File: src/dctae_pkg.sv
`default_nettype none

package dctae_pkg;

    // Integer bits of a stored row result, sign included; fraction bits come on top.
    localparam int ROW_INT_BITS = 13;

    localparam int ENERGY_W = 22;
    localparam logic [ENERGY_W-1:0] ENERGY_MAX = '1;
    localparam int OUT_W = 18;
    localparam logic [OUT_W-1:0] OUT_MAX = '1;

    // Last count of the pipeline flush after each pass.
    localparam logic [2:0] DRAIN_LAST = 3'd5;

    // Magnitudes with 32 fraction bits: 0..7 hold cos(m*pi/16)/2, 8 holds sqrt(1/8).
    localparam logic [31:0] BASIS_MAG32 [0:8] = '{
        32'd2147483648, 32'd2106220352, 32'd1984016189, 32'd1785567396,
        32'd1518500250, 32'd1193077991, 32'd821806413,  32'd418953276,
        32'd1518500250
    };

    typedef struct packed {
        logic       vld;
        logic       first;
        logic       last;
        logic       row_pass;
        logic [2:0] k;
        logic [2:0] i;
    } dctae_tag_t;

    // Signed DCT basis value C[k][n] with frac fraction bits.
    function automatic logic signed [31:0] basis_coef(input logic [2:0] k,
                                                      input logic [2:0] n,
                                                      input int frac);
        logic [6:0]  prod;
        logic [4:0]  m;
        logic        neg;
        logic [32:0] mag;
        logic [32:0] rnd;
        prod = {4'b0, k} * {3'b0, n, 1'b1};
        m    = prod[4:0];
        neg  = 1'b0;
        if (m > 5'd16) begin
            m = 5'd0 - m;
        end
        if (m > 5'd8) begin
            m   = 5'd16 - m;
            neg = 1'b1;
        end
        if (k == 3'd0) begin
            mag = {1'b0, BASIS_MAG32[8]};
        end else if (m == 5'd8) begin
            mag = '0;
        end else begin
            mag = {1'b0, BASIS_MAG32[m[2:0]]};
        end
        rnd = (mag + (33'd1 << (31 - frac))) >> (32 - frac);
        return neg ? -$signed(rnd[31:0]) : $signed(rnd[31:0]);
    endfunction

endpackage

`default_nettype wire

File: src/dctae_ram.sv
`default_nettype none

module dctae_ram #(
    parameter int WIDTH = 8,
    parameter int DEPTH = 64
) (
    input  wire logic                     clk,
    input  wire logic                     we,
    input  wire logic [$clog2(DEPTH)-1:0] waddr,
    input  wire logic [WIDTH-1:0]         wdata,
    input  wire logic [$clog2(DEPTH)-1:0] raddr,
    output logic      [WIDTH-1:0]         rdata
);

    logic [WIDTH-1:0] mem [0:DEPTH-1];

    always_ff @(posedge clk)
    begin
        if (we)
        begin
            mem[waddr] <= wdata;
        end
        rdata <= mem[raddr];
    end

endmodule

`default_nettype wire

File: src/dctae_mac.sv
`default_nettype none

module dctae_mac import dctae_pkg::*; #(
    parameter int COEF_FRAC_BITS   = 14,
    parameter int RESULT_FRAC_BITS = 4
) (
    input  wire logic                                              clk,
    input  wire logic                                              rst_n,
    input  wire dctae_tag_t                                        tag_in,
    input  wire logic signed [RESULT_FRAC_BITS+ROW_INT_BITS-1:0]  sample,
    input  wire logic signed [COEF_FRAC_BITS:0]                    coef,
    output dctae_tag_t                                             res_tag,
    output logic signed      [RESULT_FRAC_BITS+ROW_INT_BITS-1:0]  res_value
);

    localparam int ROW_W   = RESULT_FRAC_BITS + ROW_INT_BITS;
    localparam int COEF_W  = COEF_FRAC_BITS + 1;
    localparam int PROD_W  = ROW_W + COEF_W;
    localparam int ACC_W   = PROD_W + 3;
    localparam int SH_ROW  = COEF_FRAC_BITS - RESULT_FRAC_BITS;
    localparam int SH_COL  = COEF_FRAC_BITS;
    localparam logic [ACC_W-1:0] HALF_ROW = ACC_W'(1) << (SH_ROW - 1);
    localparam logic [ACC_W-1:0] HALF_COL = ACC_W'(1) << (SH_COL - 1);

    dctae_tag_t                tag_c_reg;
    dctae_tag_t                tag_d_reg;
    dctae_tag_t                res_tag_reg;
    dctae_tag_t                res_tag_next;
    logic signed [PROD_W-1:0]  prod_reg;
    logic signed [ACC_W-1:0]   acc_reg;
    logic signed [ACC_W-1:0]   acc_next;
    logic signed [ROW_W-1:0]   res_reg;
    logic signed [ROW_W-1:0]   res_next;
    logic                      acc_neg;
    logic [ACC_W-1:0]          acc_mag;
    logic [ACC_W-1:0]          rnd_mag;

    always_comb
    begin
        acc_next = tag_c_reg.first ? ACC_W'(prod_reg) : acc_reg + ACC_W'(prod_reg);
    end

    // Round half away from zero on the magnitude, then restore the sign.
    always_comb
    begin
        acc_neg = acc_reg[ACC_W-1];
        acc_mag = acc_neg ? ACC_W'(-acc_reg) : ACC_W'(acc_reg);
        if (tag_d_reg.row_pass)
        begin
            rnd_mag = (acc_mag + HALF_ROW) >> SH_ROW;
        end
        else
        begin
            rnd_mag = (acc_mag + HALF_COL) >> SH_COL;
        end
        res_next = acc_neg ? -$signed(rnd_mag[ROW_W-1:0]) : $signed(rnd_mag[ROW_W-1:0]);
        res_tag_next     = tag_d_reg;
        res_tag_next.vld = tag_d_reg.vld & tag_d_reg.last;
    end

    always_ff @(posedge clk or negedge rst_n)
    begin
        if (!rst_n)
        begin
            tag_c_reg   <= '0;
            tag_d_reg   <= '0;
            res_tag_reg <= '0;
        end
        else
        begin
            tag_c_reg   <= tag_in;
            tag_d_reg   <= tag_c_reg;
            res_tag_reg <= res_tag_next;
        end
    end

    always_ff @(posedge clk)
    begin
        prod_reg <= sample * coef;
        if (tag_c_reg.vld)
        begin
            acc_reg <= acc_next;
        end
        if (res_tag_next.vld)
        begin
            res_reg <= res_next;
        end
    end

    assign res_tag   = res_tag_reg;
    assign res_value = res_reg;

endmodule

`default_nettype wire

File: src/dct_block_ac_energy.sv
// AC energy of one 8x8 gray block. Pixels enter in row-major order, one per accepted item;
// after the 64th the block runs an orthonormal 8-point DCT-II over rows, then columns,
// on a single shared multiply-accumulate unit and delivers the sum of |AC| coefficients
// in units of 2^-RESULT_FRAC_BITS. Compute runs two passes of 512 products at one product
// per cycle, each followed by a pipeline flush. in_stall stays high during compute.
// The result sits in an output register, so the next block can be collected while it waits.
`default_nettype none

module dct_block_ac_energy import dctae_pkg::*; #(
    parameter int COEF_FRAC_BITS   = 14,
    parameter int RESULT_FRAC_BITS = 4
) (
    input  wire logic              clk,
    input  wire logic              rst_n,
    input  wire logic              in_valid,
    output logic                   in_stall,
    input  wire logic [7:0]        pixel,
    output logic                   out_valid,
    input  wire logic              out_stall,
    output logic      [OUT_W-1:0]  ac_energy
);

    localparam int ROW_W  = RESULT_FRAC_BITS + ROW_INT_BITS;
    localparam int COEF_W = COEF_FRAC_BITS + 1;

    typedef enum logic [4:0] {
        S_COLLECT   = 5'b00001,
        S_ROW       = 5'b00010,
        S_ROW_DRAIN = 5'b00100,
        S_COL       = 5'b01000,
        S_COL_DRAIN = 5'b10000
    } state_t;

    state_t                    state_reg, state_next;
    logic [5:0]                pix_cnt_reg, pix_cnt_next;
    logic [8:0]                idx_reg, idx_next;
    logic [2:0]                drain_cnt_reg, drain_cnt_next;
    dctae_tag_t                tag_b_reg, tag_b_next;
    logic signed [COEF_W-1:0]  coef_b_reg;
    logic [ENERGY_W-1:0]       energy_reg, energy_next;
    logic                      out_valid_reg, out_valid_next;
    logic [OUT_W-1:0]          ac_energy_reg, ac_energy_next;

    logic                      accept;
    logic                      issue;
    logic                      load_out;
    logic [2:0]                idx_i, idx_k, idx_j;
    logic [7:0]                blk_rd;
    logic [ROW_W-1:0]          row_rd;
    logic signed [ROW_W-1:0]   sample;
    dctae_tag_t                res_tag;
    logic signed [ROW_W-1:0]   res_value;
    logic                      row_we;
    logic [ROW_W-1:0]          res_mag;
    logic [ENERGY_W:0]         energy_sum;
    logic signed [31:0]        coef_full;

    assign idx_i = idx_reg[8:6];
    assign idx_k = idx_reg[5:3];
    assign idx_j = idx_reg[2:0];

    assign in_stall = (state_reg != S_COLLECT);
    assign accept   = in_valid & ~in_stall;
    assign issue    = (state_reg == S_ROW) || (state_reg == S_COL);
    assign load_out = (state_reg == S_COL_DRAIN) && (drain_cnt_reg == DRAIN_LAST)
                      && (!out_valid_reg || !out_stall);

    dctae_ram #(
        .WIDTH (8),
        .DEPTH (64)
    ) u_block_ram (
        .clk   (clk),
        .we    (accept),
        .waddr (pix_cnt_reg),
        .wdata (pixel),
        .raddr ({idx_i, idx_j}),
        .rdata (blk_rd)
    );

    // Row pass writes row r, coefficient k; column pass reads row j, column i.
    assign row_we = res_tag.vld & res_tag.row_pass;

    dctae_ram #(
        .WIDTH (ROW_W),
        .DEPTH (64)
    ) u_row_ram (
        .clk   (clk),
        .we    (row_we),
        .waddr ({res_tag.i, res_tag.k}),
        .wdata (res_value),
        .raddr ({idx_j, idx_i}),
        .rdata (row_rd)
    );

    assign sample = tag_b_reg.row_pass ? $signed({{(ROW_W-8){1'b0}}, blk_rd})
                                       : $signed(row_rd);

    dctae_mac #(
        .COEF_FRAC_BITS   (COEF_FRAC_BITS),
        .RESULT_FRAC_BITS (RESULT_FRAC_BITS)
    ) u_mac (
        .clk       (clk),
        .rst_n     (rst_n),
        .tag_in    (tag_b_reg),
        .sample    (sample),
        .coef      (coef_b_reg),
        .res_tag   (res_tag),
        .res_value (res_value)
    );

    assign coef_full = basis_coef(idx_k, idx_j, COEF_FRAC_BITS);

    always_comb
    begin
        tag_b_next.vld      = issue;
        tag_b_next.first    = (idx_j == 3'd0);
        tag_b_next.last     = (idx_j == 3'd7);
        tag_b_next.row_pass = (state_reg == S_ROW);
        tag_b_next.k        = idx_k;
        tag_b_next.i        = idx_i;
    end

    always_comb
    begin
        state_next     = state_reg;
        pix_cnt_next   = pix_cnt_reg;
        idx_next       = idx_reg;
        drain_cnt_next = drain_cnt_reg;
        case (state_reg)
            S_COLLECT:
            begin
                if (accept)
                begin
                    pix_cnt_next = pix_cnt_reg + 6'd1;
                    if (pix_cnt_reg == 6'd63)
                    begin
                        state_next = S_ROW;
                        idx_next   = '0;
                    end
                end
            end
            S_ROW, S_COL:
            begin
                idx_next = idx_reg + 9'd1;
                if (idx_reg == '1)
                begin
                    state_next     = (state_reg == S_ROW) ? S_ROW_DRAIN : S_COL_DRAIN;
                    drain_cnt_next = '0;
                end
            end
            S_ROW_DRAIN:
            begin
                drain_cnt_next = drain_cnt_reg + 3'd1;
                if (drain_cnt_reg == DRAIN_LAST)
                begin
                    state_next = S_COL;
                    idx_next   = '0;
                end
            end
            S_COL_DRAIN:
            begin
                // Hold at the end of the flush until the output register frees up.
                if (drain_cnt_reg != DRAIN_LAST)
                begin
                    drain_cnt_next = drain_cnt_reg + 3'd1;
                end
                if (load_out)
                begin
                    state_next   = S_COLLECT;
                    pix_cnt_next = '0;
                end
            end
            default:
            begin
                state_next = S_COLLECT;
            end
        endcase
    end

    // Accumulate |AC| with saturation; skip the DC term.
    always_comb
    begin
        res_mag     = res_value[ROW_W-1] ? ROW_W'(-res_value) : ROW_W'(res_value);
        energy_sum  = {1'b0, energy_reg} + (ENERGY_W+1)'(res_mag);
        energy_next = energy_reg;
        if (res_tag.vld && !res_tag.row_pass && !(res_tag.k == 3'd0 && res_tag.i == 3'd0))
        begin
            energy_next = (energy_sum > {1'b0, ENERGY_MAX}) ? ENERGY_MAX
                                                            : energy_sum[ENERGY_W-1:0];
        end
        if (load_out)
        begin
            energy_next = '0;
        end
    end

    always_comb
    begin
        out_valid_next = out_valid_reg & out_stall;
        ac_energy_next = ac_energy_reg;
        if (load_out)
        begin
            out_valid_next = 1'b1;
            ac_energy_next = (energy_reg > ENERGY_W'(OUT_MAX)) ? OUT_MAX
                                                               : energy_reg[OUT_W-1:0];
        end
    end

    always_ff @(posedge clk or negedge rst_n)
    begin
        if (!rst_n)
        begin
            state_reg     <= S_COLLECT;
            pix_cnt_reg   <= '0;
            idx_reg       <= '0;
            drain_cnt_reg <= '0;
            tag_b_reg     <= '0;
            energy_reg    <= '0;
            out_valid_reg <= 1'b0;
        end
        else
        begin
            state_reg     <= state_next;
            pix_cnt_reg   <= pix_cnt_next;
            idx_reg       <= idx_next;
            drain_cnt_reg <= drain_cnt_next;
            tag_b_reg     <= tag_b_next;
            energy_reg    <= energy_next;
            out_valid_reg <= out_valid_next;
        end
    end

    always_ff @(posedge clk)
    begin
        coef_b_reg    <= coef_full[COEF_W-1:0];
        ac_energy_reg <= ac_energy_next;
    end

    assign out_valid = out_valid_reg;
    assign ac_energy = ac_energy_reg;

endmodule

`default_nettype wire

File: config.mk
export PLATFORM = sky130hd
export DESIGN_NAME = dct_block_ac_energy
export DESIGN_NICKNAME = d
export VERILOG_FILES = /design/src/dctae_pkg.sv /design/src/dctae_ram.sv /design/src/dctae_mac.sv /design/src/dct_block_ac_energy.sv
export SDC_FILE = /design/constraint.sdc
export NUM_CORES = 2
export LEC_CHECK = 0
export ABC_AREA = 1
export BUFFER_PORTS_ARGS = -buffer_cell sky130_fd_sc_hd__buf_2
export CORE_ASPECT_RATIO = 1.1
export CORE_MARGIN = 5
export CORE_UTILIZATION = 52
export CTS_CLUSTER_DIAMETER = 80
export CTS_CLUSTER_SIZE = 16
export DETAILED_ROUTE_END_ITERATION = 7
export MAX_ROUTING_LAYER = met4
export PLACE_DENSITY_LB_ADDON = 0.2
export RECOVER_POWER = 25
export SYNTH_ARGS = -nofsm -noshare
export SYNTH_HDL_FRONTEND = slang
export SYNTH_SLANG_ARGS = --single-unit
File: constraint.sdc
create_clock -name clk -period 7.75 [get_ports clk]
set_clock_uncertainty 0.1 [all_clocks]
set_input_delay 0.775 -clock clk [delete_from_list [all_inputs] [get_ports clk]]
set_output_delay 0.775 -clock clk [all_outputs]
set_load 0.01 [all_outputs]
# Word level (Yosys, flattened, before mapping)
# Memories as Yosys holds them, arrays and structs flattened. A register that Yosys moved wholly into a read port is not among the register bits.
# Index checks and enable logic that the tools add are counted.
totals:
  regBits: 200
  ram_bits: 1600
  romBits: 512
  input_bits: 12
  out_inout_bits: 20
  wordCells: 143
  mem_count: 3
memory_table:
  columns: ["memory", "words", "width", "rd", "rd_ports_with_merged_regs", "wr", "line", "rtl"]
  rows:
  - ["u_row_ram.mem", 64, 17, 1, 1, 1, "dctae_ram.sv:15", "logic [WIDTH-1:0] mem [0:DEPTH-1];"]
  - ["(no name shown)", 16, 32, 1, 0, 0, "dctae_pkg.sv:56", "mag = {1'b0, BASIS_MAG32[m[2:0]]};"]
  - ["u_block_ram.mem", 64, 8, 1, 1, 1, "dctae_ram.sv:15", null]
op_classes:
  add_sub_neg: 14
  multipliers: 2
  n_lt_le_gt_ge: 5
  n_eq_ne: 18
  muxes: 39
  n_bitwise: 6
  reduce_logical: 24
ops:
  columns: ["cell", "count"]
  rows:
  - ["32-bit two-way mux", 4]
  - ["17-bit two-way mux", 4]
  - ["22-bit two-way mux", 3]
  - ["5-bit two-way mux", 8]
  - ["35-bit by 32-bit adder with 35-bit output", 1]
  - ["35-bit two-way mux", 1]
  - ["17-bit negation", 2]
  - ["33-bit by 18-bit adder with 33-bit output, second input constant", 1]
  - ["17-bit by 15-bit multiplier with 32-bit output", 1]
  - ["31-bit by 14-bit adder with 31-bit output, second input constant", 1]
  - ["31-bit two-way mux", 1]
  - ["31-bit negation", 1]
  - ["27-bit by 10-bit adder with 27-bit output, second input constant", 1]
  - ["9-bit two-way mux", 3]
  - ["9-bit one-hot mux with 3 select lines", 1]
  - ["22-bit by 17-bit adder with 23-bit output", 1]
  - ["23-bit by 22-bit greater-than comparator with 1-bit output, second input constant", 1]
  - ["22-bit by 18-bit greater-than comparator with 1-bit output, second input constant", 1]
  - ["5-bit one-hot mux with 4 select lines", 1]
  - ["15-bit two-way mux", 1]
  - ["15-bit negation", 1]
  - ["3-bit logical NOT", 4]
  - ["6-bit two-way mux", 2]
  - ["6-bit one-hot mux with 2 select lines", 1]
  - ["36 further kinds", 62]

# Depth between registers and ports, before layout
depth:
  depth_word: 14
  depth_mapped: 39
  depth_no_buf: 34

# By module
# Synthesis repeated with hierarchy kept, for this count alone.
hier_totals:
  hier_cells: 8536
  hier_area_um2: 89086.7
modules_own_cells:
  columns: ["mod", "instances", "cells_each", "area_each_um2", "seq_area_each_um2"]
  rows:
  - ["dctae_ram at u_row_ram", 1, 3731, 44445.1, 33011.7]
  - ["dctae_ram at u_block_ram", 1, 1805, 21339.2, 15534.9]
  - ["dctae_mac", 1, 2251, 17429.2, 2952.8]
  - ["dct_block_ac_energy", 1, 749, 5873.1, 2243.4]

# Worst setup path before layout
# OpenSTA, ideal clock, no wires.
synth_timing:
  kind: "register -> register"
  startpoint: "register tag_b_reg[6] in the netlist's numbering"
  endpoint: "register u_mac.prod_reg[30]"
  setup_ns: 0.072
  arrival_ns: 6.297
  required_ns: 7.578
  setup_slack_ns: 1.281
  stages_incl_launch_ff: 33
  path_buffers: 3
  period_less_slack_ns: 6.469
  cell_sequence: "dfrtp_1 -> clkbuf_1 -> inv_1 -> buf_1 -> nand2_1 -> clkbuf_1 -> nor2_1 -> fa_1 -> inv_1 -> fa_1 -> inv_1 -> fa_1 -> fa_1 -> fa_1 -> inv_1 -> fa_1 -> inv_1 -> ha_1 -> nand2_1 -> nor2_1 -> inv_1 -> nor3_1 -> nand2_1 -> nand2_1 -> nand2_1 -> nand2_1 -> nand3_1 -> nand2_1 -> nand2_1 -> nand2_1 -> inv_1 -> o31ai_1 -> xor2_1"
synth_via:
  elab_chain_cells: 2
synth_lines:
  columns: ["item", "line", "rtl"]
  rows:
  - ["from (decl)", "dct_block_ac_energy.sv:38", "dctae_tag_t tag_b_reg, tag_b_next;"]
  - ["from (signal assigned)", "dct_block_ac_energy.sv:227", "tag_b_reg <= tag_b_next;"]
  - ["17-bit two-way mux", "dct_block_ac_energy.sv:95", "assign sample = tag_b_reg.row_pass ? $signed({{(ROW_W-8){1'b0}}, blk_rd})"]
  - ["17-bit by 15-bit multiplier with 32-bit output", "dctae_mac.sv:79", "prod_reg <= sample * coef;"]
  - ["to (signal assigned)", "dctae_mac.sv:79", null]
  - ["to (decl)", "dctae_mac.sv:29", "logic signed [PROD_W-1:0] prod_reg;"]
# Every way passes these cells.
# A chain may end at the register's enable or synchronous reset.

# Final worst setup path
# Ends and elaborated chain as after synthesis.

==> out/summary.txt <==
Status - finished, violations left
Failing checks - max-capacitance violations, max-slew violations
M1 WL - 94300 um
Die area - 172000 um2
Register area share after synthesis - 62.8%
Synth Area per Inst - 11.2 um2
Max-Cap Viols - 22
RSZ-0062 raised after global routing - no
DRC - 0
Total Power - 0.0175 W
Reg2reg path depth - 31
Required time of the critical path - 8.37 ns
ANT nets after route - 0
Most frequent cells in the layout - edfxtp_1 (1670), nor2_1 (1383), o21ai_0 (1115)
Fillers - 13.7k
Area occupied by multi-input gates - 28200 um2
Post-Syn Nets - 8023
# nets final - 7941
Non-Filler Instances - 9731
Avg WL per Cell - 24.1 um
Synth cell types - 56
Top Layer Used - met4
GRT Residual Overflow - 0
Largest stage delay, worst path - 0.56 ns
Worst skew pair latency - 0.81 ns
Post-DP HPWL - 144000 um
# clock sinks - 1825
Minimum clock period - 7.09 ns
Synth Cell Area - 85400 um2
Slew headroom - -124%
Width of the die - 396 um
Most common flop cell mapped by yosys - edfxtp_1
Worst R2R End - u_mac.prod_reg[30]$_DFF_P_
CTS Hold Bufs - 1
Setup bufs post-CTS - 0
Mapped Cells - 7604
H-tree Lvls - 4
Worst-Margin Slew - 3.36 ns
Hold Path End - out_valid$_DFF_PN0_
First-pass GRT wire length - 350000 um
Endpoints failing setup - 0
Commonest non-fill, non-tap cell in the layout - edfxtp_1
Startpoint Class - flop
Crit Path Max Fanout - 17
#FFs+latches synth - 1825
Library cell with the largest summed area after synthesis - edfxtp_1
Fin. max-slew vios - 978
Final setup TNS - 0 ns
Reg-to-reg startpoint - tag_b_reg[6]$_DFF_PN0_
Layout Area Growth over Synthesis - 7.71%
Vias in the first global route - 55.9k
Warnings, synthesis - 0
Vias after detailed routing - 58.6k
Leak - 31.3 nW
Site Rows - 156
Die height - 435 um
Top cell type's share of synthesized area - 58.7%
Max clock buf depth - 3
Tot GR Track Use - 27.5%
Drt pass-1 iters - 6
Final hold slack - 0.158 ns
Pin count of the biggest net entering global routing - 186
Worst endpoint data arrival time - 7.71 ns
Iter 0 DRT Violations - 6243
PwrDens - 190 nW/um2
FF-to-FF setup slack - 0.66 ns
Clock tree from TritonCTS - yes
Post-cts repair resize count - 0
Top Ports - 32
Max VDD drop - 0.000224 V
Wire length on met2 - 114000 um
Vias per Instance - 6.02
Port bufs - 31
Number of synthesized flops with an enable pin - 1670
Placed Cells - 9515
Fmax achieved - 141 MHz
Worst path slowest cell - fa_1
Cells on Worst Hold Path - 3
Async SR Flop Fraction - 4.55%
Clock transition at path regs - 0.07 ns
Initial antenna violation count - 4
Max FFs per register - 1088
Inserted Clock Buffers - 137
CP Class - flop to flop
Final hold vios - 0
Final GP Congestion - 0.927
Final period utilization - 91.4%
Dominant cells by area after synthesis - edfxtp_1 (59%), o21ai_0 (6.5%), nor2_1 (6.2%)
Total wire length - 235000 um
Cell mode on critical path - inv_1
Core area - 164000 um2
Seq. cell area - 53700 um2
Worst min-delay path startpoint - out_stall
Share of layout cells above drive strength 1 - 6.41%
Starting density of the core - 52.2%
Clk root buf - clkbuf_16
Hold Path Class - primary input to flop
Crit. End Element - flop
WL met3 - 18200 um
per-layer routing:
layer,vias up,GRT usage (%)
li1,26500,-
met1,29200,36.4
met2,2411,44.0
met3,427,4.24
met4,0,8.89
met5,-,-
critical path: cells and delay by family (launching register included):
kind | cells | cell delay [ns]
compound gates | 5 | 0.78
xor+xnor | 1 | 0.18
fa+ha+maj | 7 | 3.36
simple gates | 9 | 0.91
flops | 1 | 0.48
buf+inv | 9 | 1.18
area by class of cell:
class / count / area share [%]
clock inverter: 27 / 0.423
inverter: 548 / 2.27
antenna: 1 / 0.00272
sequential: 1825 / 58.4
multi-input combinational: 4828 / 30.7
timing repair buffer: 182 / 1.42
clock buffer: 187 / 3.95
tap: 2133 / 2.90
worst max-delay path by stage:
stage	from	to	slack, ns
after floorplan	tag_b_reg[6]$_DFF_PN0_	u_mac.prod_reg[30]$_DFF_P_	1.28
after global placement	tag_b_reg[6]$_DFF_PN0_	u_mac.prod_reg[30]$_DFF_P_	0.78
after detailed placement	tag_b_reg[6]$_DFF_PN0_	u_mac.prod_reg[30]$_DFF_P_	0.70
after CTS	tag_b_reg[6]$_DFF_PN0_	u_mac.prod_reg[30]$_DFF_P_	0.66
after global routing	tag_b_reg[6]$_DFF_PN0_	u_mac.prod_reg[30]$_DFF_P_	0.12
final	tag_b_reg[6]$_DFF_PN0_	u_mac.prod_reg[30]$_DFF_P_	0.66
kinds of logic (layout without fill, tap and decap cells):
| group | Yosys count | in the layout | synth area share (%) |
|---|---|---|---|
| compound gates | 1830 | 1830 | 11.8 |
| flops | 1825 | 1825 | 62.8 |
| other cells | 0 | 1 | 0 |
| buf+inv | 951 | 944 | 4.23 |
| simple gates | 2499 | 2499 | 12.0 |
| xor+xnor | 92 | 92 | 0.943 |
| fa+ha+maj | 407 | 407 | 8.18 |
power by group:
| part | switching [W] | leakage (nW) | internal (W) |
|---|---|---|---|
| Sequential | 0.0000000000000000000582 | 14.8 | 0.0106 |
| Combinational | 0.0000576 | 14.6 | 0.00000324 |
| Clock | 0.00340 | 1.93 | 0.00340 |
| Total | 0.00346 | 31.3 | 0.0140 |
synthesized netlist by cell type (3+ instances only):
cell type and number:
nor2_2 20, ha_1 154, buf_2 11, edfxtp_1 1670
nor2_1 1405, buf_1 21, buf_4 3, dfxtp_1 72
o21ai_0 1116, dfrtp_1 82, nand3b_1 8, nand3_2 16
a21oi_1 122, o221ai_1 49, nor3_1 26, fa_1 253
nand2_4 7, nand2_1 709, xnor2_1 30, o21a_1 6
nand2_2 33, o32ai_1 3, clkinv_1 15, or2_2 30
nand4_1 26, inv_2 9, a31oi_1 8, clkbuf_1 366
inv_1 524, nor4_1 8, nand3_1 195, xor2_1 62
nor2_4 8, o21ai_1 13, o31ai_1 3, o22ai_1 463
a21oi_2 3, o211ai_1 27
through the flow:
stage | setup WS (ns) | cell area, um2 | utilization (%)
2_1_floorplan | 1.28 | 85400 | -
6_report | 0.664 | 92000 | 56.2
4_1_cts | 0.661 | 92100 | 56.2
3_5_place_dp | 0.699 | 88100 | 53.8
5_1_grt | 0.120 | 92000 | 56.2
3_3_place_gp | 0.782 | 88100 | 53.8
Power figures use the tool's default switching activity.
